File: src/hdl/futex_wait_queue_table_macros.svh
`ifndef FUTEX_WAIT_QUEUE_TABLE_MACROS_SVH
`define FUTEX_WAIT_QUEUE_TABLE_MACROS_SVH

// same-cycle property
`define FWQ_ASSERT(lbl, prop, msg) \
  lbl: assert property (@(posedge clk_i) disable iff (!rst_ni) prop) else $error(msg);

// next-cycle implication
`define FWQ_ASSERT_NEXT(lbl, ante, cons, msg) \
  lbl: assert property (@(posedge clk_i) disable iff (!rst_ni) (ante) |=> (cons)) else $error(msg);

`endif

File: src/hdl/fwq_pkg.sv
`timescale 1ns / 1ps
package fwq_pkg;

  localparam int BUCKETS    = 64;
  localparam int WAITERS    = 64;
  localparam int RESULT_CAP = 64;
  localparam int BB         = $clog2(BUCKETS);
  localparam int SW         = $clog2(WAITERS);
  localparam int PW         = $clog2(WAITERS + 1);
  localparam logic [PW-1:0] NIL = PW'(WAITERS);
  localparam logic [6:0] CAP7 = 7'(RESULT_CAP);

  typedef enum logic [2:0] {
    OP_ENQ       = 3'd0,
    OP_COUNT     = 3'd1,
    OP_WAKE      = 3'd2,
    OP_WAKE_MASK = 3'd3,
    OP_REQUEUE   = 3'd4,
    OP_REMOVE    = 3'd5
  } op_e;

  typedef enum logic [1:0] {
    HS_SRC = 2'd0,
    HS_KEY = 2'd1,
    HS_DST = 2'd2
  } hsel_e;

  typedef struct packed {
    logic [2:0]  op;
    logic [47:0] space_key;
    logic [47:0] addr_key;
    logic [5:0]  waiter_id;
    logic [31:0] wake_bits;
    logic [47:0] dest_space;
    logic [47:0] dest_addr;
    logic [6:0]  wake_limit;
    logic [6:0]  move_limit;
  } in_t;

  typedef struct packed {
    logic [5:0] slot_out;
    logic       slot_valid;
    logic       action;
    logic [6:0] total;
    logic       status;
    logic       last;
  } out_t;

  typedef struct packed {
    logic [47:0] space;
    logic [47:0] addr;
    logic [31:0] mask;
  } key_t;

  typedef struct packed {
    logic  load;
    logic  enq;
    logic  key_rd;
    logic  brd;
    hsel_e hsel;
    logic  bld;
    logic  node_rd;
    logic  wev;
    logic  mstart;
    logic  mev;
    logic  map1;
    logic  app;
    logic  fin;
  } cmd_t;

  typedef struct packed {
    logic [2:0] op;
    logic       wid_ok;
    logic       queued;
    logic       wlim_zero;
    logic       cur_nil;
    logic       hit;
    logic       wake_done;
    logic       can_emit;
    logic       out_free;
    logic       move_ok;
    logic       move_done;
    logic       at_end;
    logic       pend_v;
  } sts_t;

  function automatic logic [BB-1:0] bucket_of(input logic [47:0] s, input logic [47:0] a);
    return s[4 +: BB] ^ a[4 +: BB] ^ s[12 +: BB] ^ a[16 +: BB];
  endfunction

endpackage

File: src/hdl/fwq_ctrl.sv
`timescale 1ns / 1ps
module fwq_ctrl import fwq_pkg::*; (
  input  logic clk_i,
  input  logic rst_ni,
  input  logic in_valid_i,
  output logic in_ready_o,
  input  sts_t sts_i,
  output cmd_t cmd_o
);
  typedef enum logic [13:0] {
    ST_IDLE = 14'b00000000000001,
    ST_DISP = 14'b00000000000010,
    ST_ENQ  = 14'b00000000000100,
    ST_RKEY = 14'b00000000001000,
    ST_BRD  = 14'b00000000010000,
    ST_BLD  = 14'b00000000100000,
    ST_WRD  = 14'b00000001000000,
    ST_WEV  = 14'b00000010000000,
    ST_WEND = 14'b00000100000000,
    ST_MRD  = 14'b00001000000000,
    ST_MEV  = 14'b00010000000000,
    ST_MAP1 = 14'b00100000000000,
    ST_APP  = 14'b01000000000000,
    ST_FIN  = 14'b10000000000000
  } state_e;

  state_e state_q, state_d;
  logic   is_wake;

  assign is_wake = (sts_i.op == OP_WAKE) || (sts_i.op == OP_WAKE_MASK) ||
                   (sts_i.op == OP_REQUEUE);

  always_comb begin
    state_d    = state_q;
    cmd_o      = '0;
    in_ready_o = 1'b0;
    unique case (state_q)
      ST_IDLE: begin
        in_ready_o = 1'b1;
        if (in_valid_i) begin
          cmd_o.load = 1'b1;
          state_d    = ST_DISP;
        end
      end
      ST_DISP: begin
        priority if (sts_i.op == OP_ENQ) begin
          state_d = ST_ENQ;
        end else if (sts_i.op == OP_COUNT || is_wake) begin
          state_d = ST_BRD;
        end else if (sts_i.op == OP_REMOVE && sts_i.wid_ok && sts_i.queued) begin
          state_d = ST_RKEY;
        end else begin
          state_d = ST_FIN;
        end
      end
      ST_ENQ: begin
        cmd_o.enq  = 1'b1;
        cmd_o.brd  = 1'b1;
        cmd_o.hsel = HS_SRC;
        state_d    = (sts_i.wid_ok && !sts_i.queued) ? ST_APP : ST_FIN;
      end
      ST_RKEY: begin
        cmd_o.key_rd = 1'b1;
        state_d      = ST_BRD;
      end
      ST_BRD: begin
        cmd_o.brd  = 1'b1;
        cmd_o.hsel = (sts_i.op == OP_REMOVE) ? HS_KEY : HS_SRC;
        state_d    = ST_BLD;
      end
      ST_BLD: begin
        cmd_o.bld = 1'b1;
        state_d   = (is_wake && sts_i.wlim_zero) ? ST_WEND : ST_WRD;
      end
      ST_WRD: begin
        if (sts_i.cur_nil) begin
          state_d = is_wake ? ST_WEND : ST_FIN;
        end else begin
          cmd_o.node_rd = 1'b1;
          state_d       = ST_WEV;
        end
      end
      ST_WEV: begin
        if (!(sts_i.hit && is_wake && !sts_i.can_emit)) begin
          cmd_o.wev = 1'b1;
          priority if (sts_i.hit && sts_i.op == OP_REMOVE) begin
            state_d = ST_FIN;
          end else if (sts_i.hit && is_wake && sts_i.wake_done) begin
            state_d = ST_WEND;
          end else begin
            state_d = ST_WRD;
          end
        end
      end
      ST_WEND: begin
        if (sts_i.move_ok) begin
          cmd_o.mstart = 1'b1;
          state_d      = ST_MRD;
        end else begin
          state_d = ST_FIN;
        end
      end
      ST_MRD: begin
        if (sts_i.cur_nil) begin
          state_d = ST_FIN;
        end else begin
          cmd_o.node_rd = 1'b1;
          state_d       = ST_MEV;
        end
      end
      ST_MEV: begin
        if (!(sts_i.hit && !sts_i.can_emit)) begin
          cmd_o.mev = 1'b1;
          priority if (sts_i.hit) begin
            state_d = ST_MAP1;
          end else if (sts_i.at_end) begin
            state_d = ST_FIN;
          end else begin
            state_d = ST_MRD;
          end
        end
      end
      ST_MAP1: begin
        cmd_o.map1 = 1'b1;
        cmd_o.hsel = HS_DST;
        state_d    = ST_APP;
      end
      ST_APP: begin
        cmd_o.app = 1'b1;
        state_d   = (sts_i.op == OP_ENQ || sts_i.move_done) ? ST_FIN : ST_MRD;
      end
      ST_FIN: begin
        if (sts_i.out_free) begin
          cmd_o.fin = 1'b1;
          state_d   = ST_IDLE;
        end
      end
      default: state_d = ST_IDLE;
    endcase
  end

  always_ff @(posedge clk_i or negedge rst_ni) begin
    if (!rst_ni) begin
      state_q <= ST_IDLE;
    end else begin
      state_q <= state_d;
    end
  end
endmodule

File: config.mk
export PLATFORM = sky130hd
export DESIGN_NAME = fwq_ctrl
export DESIGN_NICKNAME = d
export VERILOG_FILES = /design/src/hdl/futex_wait_queue_table_macros.svh /design/src/hdl/fwq_pkg.sv /design/src/hdl/fwq_ctrl.sv
export SDC_FILE = /design/constraint.sdc
export NUM_CORES = 1
export LEC_CHECK = 0
export ABC_CLOCK_PERIOD_IN_PS = 3100
export BUFFER_PORTS_ARGS = -buffer_cell sky130_fd_sc_hd__buf_2
export CORE_MARGIN = 5
export CORE_UTILIZATION = 45
export DETAILED_ROUTE_END_ITERATION = 6
export HOLD_SLACK_MARGIN = 0.08
export PLACE_DENSITY_LB_ADDON = 0.08
export SYNTH_ARGS = -nofsm -noshare
export SYNTH_HDL_FRONTEND = slang
export SYNTH_SLANG_ARGS = --single-unit
File: constraint.sdc
create_clock -name clk_i -period 3.1 [get_ports clk_i]
set_clock_uncertainty 0.1 [all_clocks]
set_input_delay 0.62 -clock clk_i [delete_from_list [all_inputs] [get_ports clk_i]]
set_output_delay 0.62 -clock clk_i [all_outputs]
set_load 0.02 [all_outputs]
-- After elaboration in Yosys (flattened, before gate mapping)
Index checks and enable logic that the tools add are counted.
- flip-flop bits (word level): 14
- input port bits: 18
- output and inout bits: 15
- word-level logic and storage cells: 83
- equal/unequal tests: 23
- mux-type cells: 40
- reductions and logical operators: 19
- operators with widths (kind ; number):
    $mux 14 ; 16
    $pmux 14 s14 ; 1
    $mux 1 ; 20
    $mux 9 ; 2
    $eq 14x1->1 const B ; 1
    $eq 14x10->1 const B ; 1
    $eq 14x11->1 const B ; 1
    $eq 14x12->1 const B ; 1
    $eq 14x13->1 const B ; 1
    $eq 14x14->1 const B ; 1
    $eq 14x2->1 const B ; 1
    $eq 14x3->1 const B ; 1
    $eq 14x4->1 const B ; 1
    $eq 14x5->1 const B ; 1
    $eq 14x6->1 const B ; 1
    $eq 14x7->1 const B ; 1
    $eq 14x8->1 const B ; 1
    $eq 14x9->1 const B ; 1
    $logic_and 1x1->1 ; 9
    $ne 2x2->1 const B ; 4
    $eq 3x2->1 const B ; 2
    $eq 3x3->1 const B ; 2
    $logic_or 1x1->1 ; 4
    $pmux 2 s2 ; 1
    5 further kinds ; 7

-- Depth between registers and ports, before layout
- depth after elaboration: 9
- gate-level depth with buffers: 7
- gate-level depth less buffers: 5

-- Least setup slack after synthesis
OpenSTA, ideal clock, no wires.
- kind: register -> output
- start point: register state_q[1]
- end point: output port cmd_o[9] in the netlist's numbering
- arrival time: 1907 ps
- required time: 2380 ps
- slack: 473 ps
- cell stages (with the launch flop): 7
- path buffers: 3
- cells stage by stage: dfrtp_1 buf_4 or4_4 buf_6 nor4_4 and3_1 buf_4
- RTL lines (item ; RTL line ; text):
    start, declared ; fwq_ctrl.sv:27 ; state_e state_q, state_d;
    start signal, assigned ; fwq_ctrl.sv:146 ; state_q <= state_d;
    end, declared ; fwq_ctrl.sv:8 ; output cmd_t cmd_o

==> impl_metrics.env <==
export IMPL_slew_worst_pin_ns=0.491
export IMPL_grt_pass1_vias=1295
export IMPL_outcome="finished clean"
export IMPL_layout_cells_non_filler=216
export IMPL_synthesis_instances=161
export IMPL_max_clock_path_buffers=2
export IMPL_timing_slew_headroom=0.670
export IMPL_largest_register="state_q"
export IMPL_finalCoreUtilization=0.528
export IMPL_synth_sequential_area_ratio=0.273
export IMPL_globalRouteOverflowTotal=0
export IMPL_totalWireLength_um=3600
export IMPL_hpwlAfterDp_um=2830
export IMPL_rows=19
export IMPL_viasPerCell=6.08
export IMPL_synth_async_reset_ratio=1.00
export IMPL_yosys_area_share_xor_xnor=0.0409
export IMPL_final_period_utilization=0.947
export IMPL_initial_utilization=0.466
export IMPL_clkLatencyLatePin_ns=0.29
export IMPL_largest_reg_flops=14
export IMPL_finalSetupTns_ns=0
export IMPL_worstSetupStartpointType="flop"
export IMPL_number_of_design_rule_violations_left_after_detail_routing=0
export IMPL_synthesis_area_per_instance_um2=7.99
export IMPL_regArea_um2=352
export IMPL_floorplan_die_width_um=63.5
export IMPL_htree_levels=1
export IMPL_timing_max_cap_violations=0
export IMPL_synth_seq_cells=14
export IMPL_irDropWorstVdd_v=0.000434
export IMPL_final_min_clock_period_ns=2.94
export IMPL_grt_setup_unrepaired="no"
export IMPL_clock_root_buffer="clkbuf_4"
export IMPL_numPlacedInstances=212
export IMPL_finalSetupViolCount=0
export IMPL_fin_worst_hold_slack_ns=0.121
export IMPL_ys_flop_type="dfrtp_1"
export IMPL_total_power_mw=0.736
export IMPL_synth_distinct_cells=50
export IMPL_global_route_usage_total=0.188
export IMPL_worst_endpoint_required_ns=2.38
export IMPL_synth_net_count=179
export IMPL_cp_arrival_ns=2.22
export IMPL_synthToLayoutAreaGrowth_pct=13.1
export IMPL_number_of_flops_mapped_to_enable_cells_by_yosys=0
export IMPL_die_area_um2=4030
export IMPL_route_detailed_wl_per_inst_um=16.7
export IMPL_fillers=287
export IMPL_tritoncts_num_sinks=14
export IMPL_antennaDiodeCount=0
export IMPL_synth_compound_area_share=0.135
export IMPL_achievable_frequency_mhz=341
export IMPL_drtPass1Iterations=7
export IMPL_power_density_cell_area_nw_per_um2=506
export IMPL_mappedNetlistArea_um2=1290
export IMPL_grt_max_degree=15
export IMPL_layout_top_registers="state_q: 14 flops"
export IMPL_static_leakage_power_nw=0.716
export IMPL_numPortBuffers=31
export IMPL_final_hold_violation_count=0
export IMPL_io_pins=33
export IMPL_global_placer_s_final_weighted_congestion=0.899
export IMPL_drt_initial_drc_count=95
export IMPL_yosys_warns=0
export IMPL_final_layout_size_suffix_gt1_frac=0.270
export IMPL_cts_repair_timing_setup_buffer_count=0
export IMPL_dr_total_vias=1314
export IMPL_timing_critical_path_fanout_max=8
export IMPL_timing_final_max_slew_violations=0
export IMPL_drt_antenna_violating_nets=0
export IMPL_clock_transition_at_the_registers_of_the_reported_paths_ns=0.10
export IMPL_multiInputGateArea_um2=840
export IMPL_synth_mux_area_frac=0.0165
export IMPL_hold_path_class="primary input to asynchronous set/reset pin"
export IMPL_nNetsFinal=204
export IMPL_worstSetupPathType="flop to output pin"
export IMPL_wire_length_of_the_first_global_routing_pass_um=6080
export IMPL_dieHeight_um=63.5
export IMPL_area_share_of_fa_ha_maj_cells_after_synthesis=0
export IMPL_antenna_found_initial=0
export IMPL_tritoncts="yes"
export IMPL_tritoncts_num_buffers=3
export IMPL_largest_family_of_logic_cells_by_synthesized_area="simple AND/OR/NAND/NOR gates"
export IMPL_timing_critical_path_to_type="output pin"
export IMPL_core_um2=2760
export IMPL_synth_simple_gate_area_frac=0.455
[metal layers]
metal  track usage  vias up  wire, µm  share of wire
li1              -      636         -              -
met1         0.249      626      1640           0.46
met2         0.307       50      1760           0.49
met3        0.0391        2       200          0.056
met4        0.0545        0         6         0.0017
met5             0        -         0              0
[cells in the final DEF (no fill, tap or decap), drive strengths merged, types with 3 or more instances in the layout]
| master | instances |
|---|---|
| nor2b | 6 |
| nor2 | 22 |
| nand3 | 7 |
| nand4b | 3 |
| or4 | 3 |
| nand2 | 10 |
| nand4 | 3 |
| nor3 | 10 |
| inv | 5 |
| dfrtp | 13 |
| clkbuf | 4 |
| and2 | 4 |
| nand3b | 4 |
| xor2 | 4 |
| buf | 33 |
| o21ai | 5 |
| nand2b | 7 |
| nor4 | 8 |
[per-stage QoR]
| stage | setup slack, ns | area [µm²] |
|---|---|---|
| after detailed placement | 0.416 | 1410 |
| after global routing | 0.0219 | 1460 |
| after floorplan | 0.473 | 1290 |
| after CTS | 0.0982 | 1450 |
| final | 0.164 | 1460 |
| after global placement | 0.490 | 1410 |
[final cells by class]
cell class	count	share of cell area
clock buffers	4	0.0249
multi-input cells	129	0.577
well taps	31	0.0267
inverters	5	0.0129
repair buffers	33	0.117
flip-flops and latches	14	0.242
[cells by family after synthesis]
logic type | after synthesis
buffers and inverters | 18
AND/OR/NAND/NOR | 97
flip-flops | 14
multiplexers | 2
AO/OA/AOI/OAI | 24
XOR/XNOR | 6
[power breakdown]
group	internal, mW	switching [mW]
Combinational	0.150	0.207
Clock	0.0715	0.0697
Sequential	0.206	0.0326
[Yosys cell counts (all sizes together) (2+ instances only)]
| master | instances | area [µm²] |
|---|---|---|
| nor2 | 22 | 82.6 |
| dfrtp | 13 | 325 |
| nand2 | 10 | 37.5 |
| nor3 | 10 | 50.1 |
| buf | 9 | 67.6 |
| nor4 | 8 | 80.1 |
| nand2b | 7 | 43.8 |
| nand3 | 7 | 40.0 |
| nor2b | 6 | 40.0 |
| inv | 5 | 18.8 |
| o21ai | 5 | 25.0 |
| and2 | 4 | 25.0 |
| clkbuf | 4 | 15.0 |
| nand3b | 4 | 30.0 |
| xor2 | 4 | 35.0 |
| nand4 | 3 | 18.8 |
| nand4b | 3 | 26.3 |
| or4 | 3 | 30.0 |
| a21oi | 2 | 10.0 |
| a22oi | 2 | 15.0 |
| and3 | 2 | 12.5 |
| and4b | 2 | 20.0 |
| o21bai | 2 | 15.0 |
| o221ai | 2 | 17.5 |
| o22ai | 2 | 12.5 |
| or4b | 2 | 20.0 |
| xnor2 | 2 | 17.5 |
[path summary, 6_finish.rpt]
| check | startpoint | endpoint | slack [ns] | cells past startpoint |
|---|---|---|---|---|
| worst max-delay path | state_q[10]$_DFFE_PN0P_ | cmd_o[13] | 0.16 | 6 |
| min in group clk_i | in_valid_i | state_q[1]$_DFFE_PN0P_ | 0.46 | 2 |
| worst min register to register | state_q[9]$_DFFE_PN0P_ | state_q[10]$_DFFE_PN0P_ | 0.59 | 2 |
| worst max register to register | state_q[5]$_DFFE_PN0P_ | state_q[8]$_DFFE_PN0P_ | 0.89 | 4 |
| worst min-delay path | rst_ni | state_q[4]$_DFFE_PN0P_ | 0.12 | 1 |
| max in group asynchronous | rst_ni | state_q[0]$_DFFE_PN1P_ | 2.48 | 1 |
[worst max-delay path: stages (launching register included)]
cell	delay, ns
dfrtp_1	0.49
nor4_2	0.40
nand2_1	0.24
nor2_1	0.27
and4b_1	0.25
and2_1	0.13
buf_2	0.15
[what timing repair did]
action	4_1_cts	5_1_grt
hold endpoints to repair	0	0
setup endpoints to repair	0	4
hold buffers	0	0
gates resized for setup	0	1
Power figures use the tool's default switching activity.
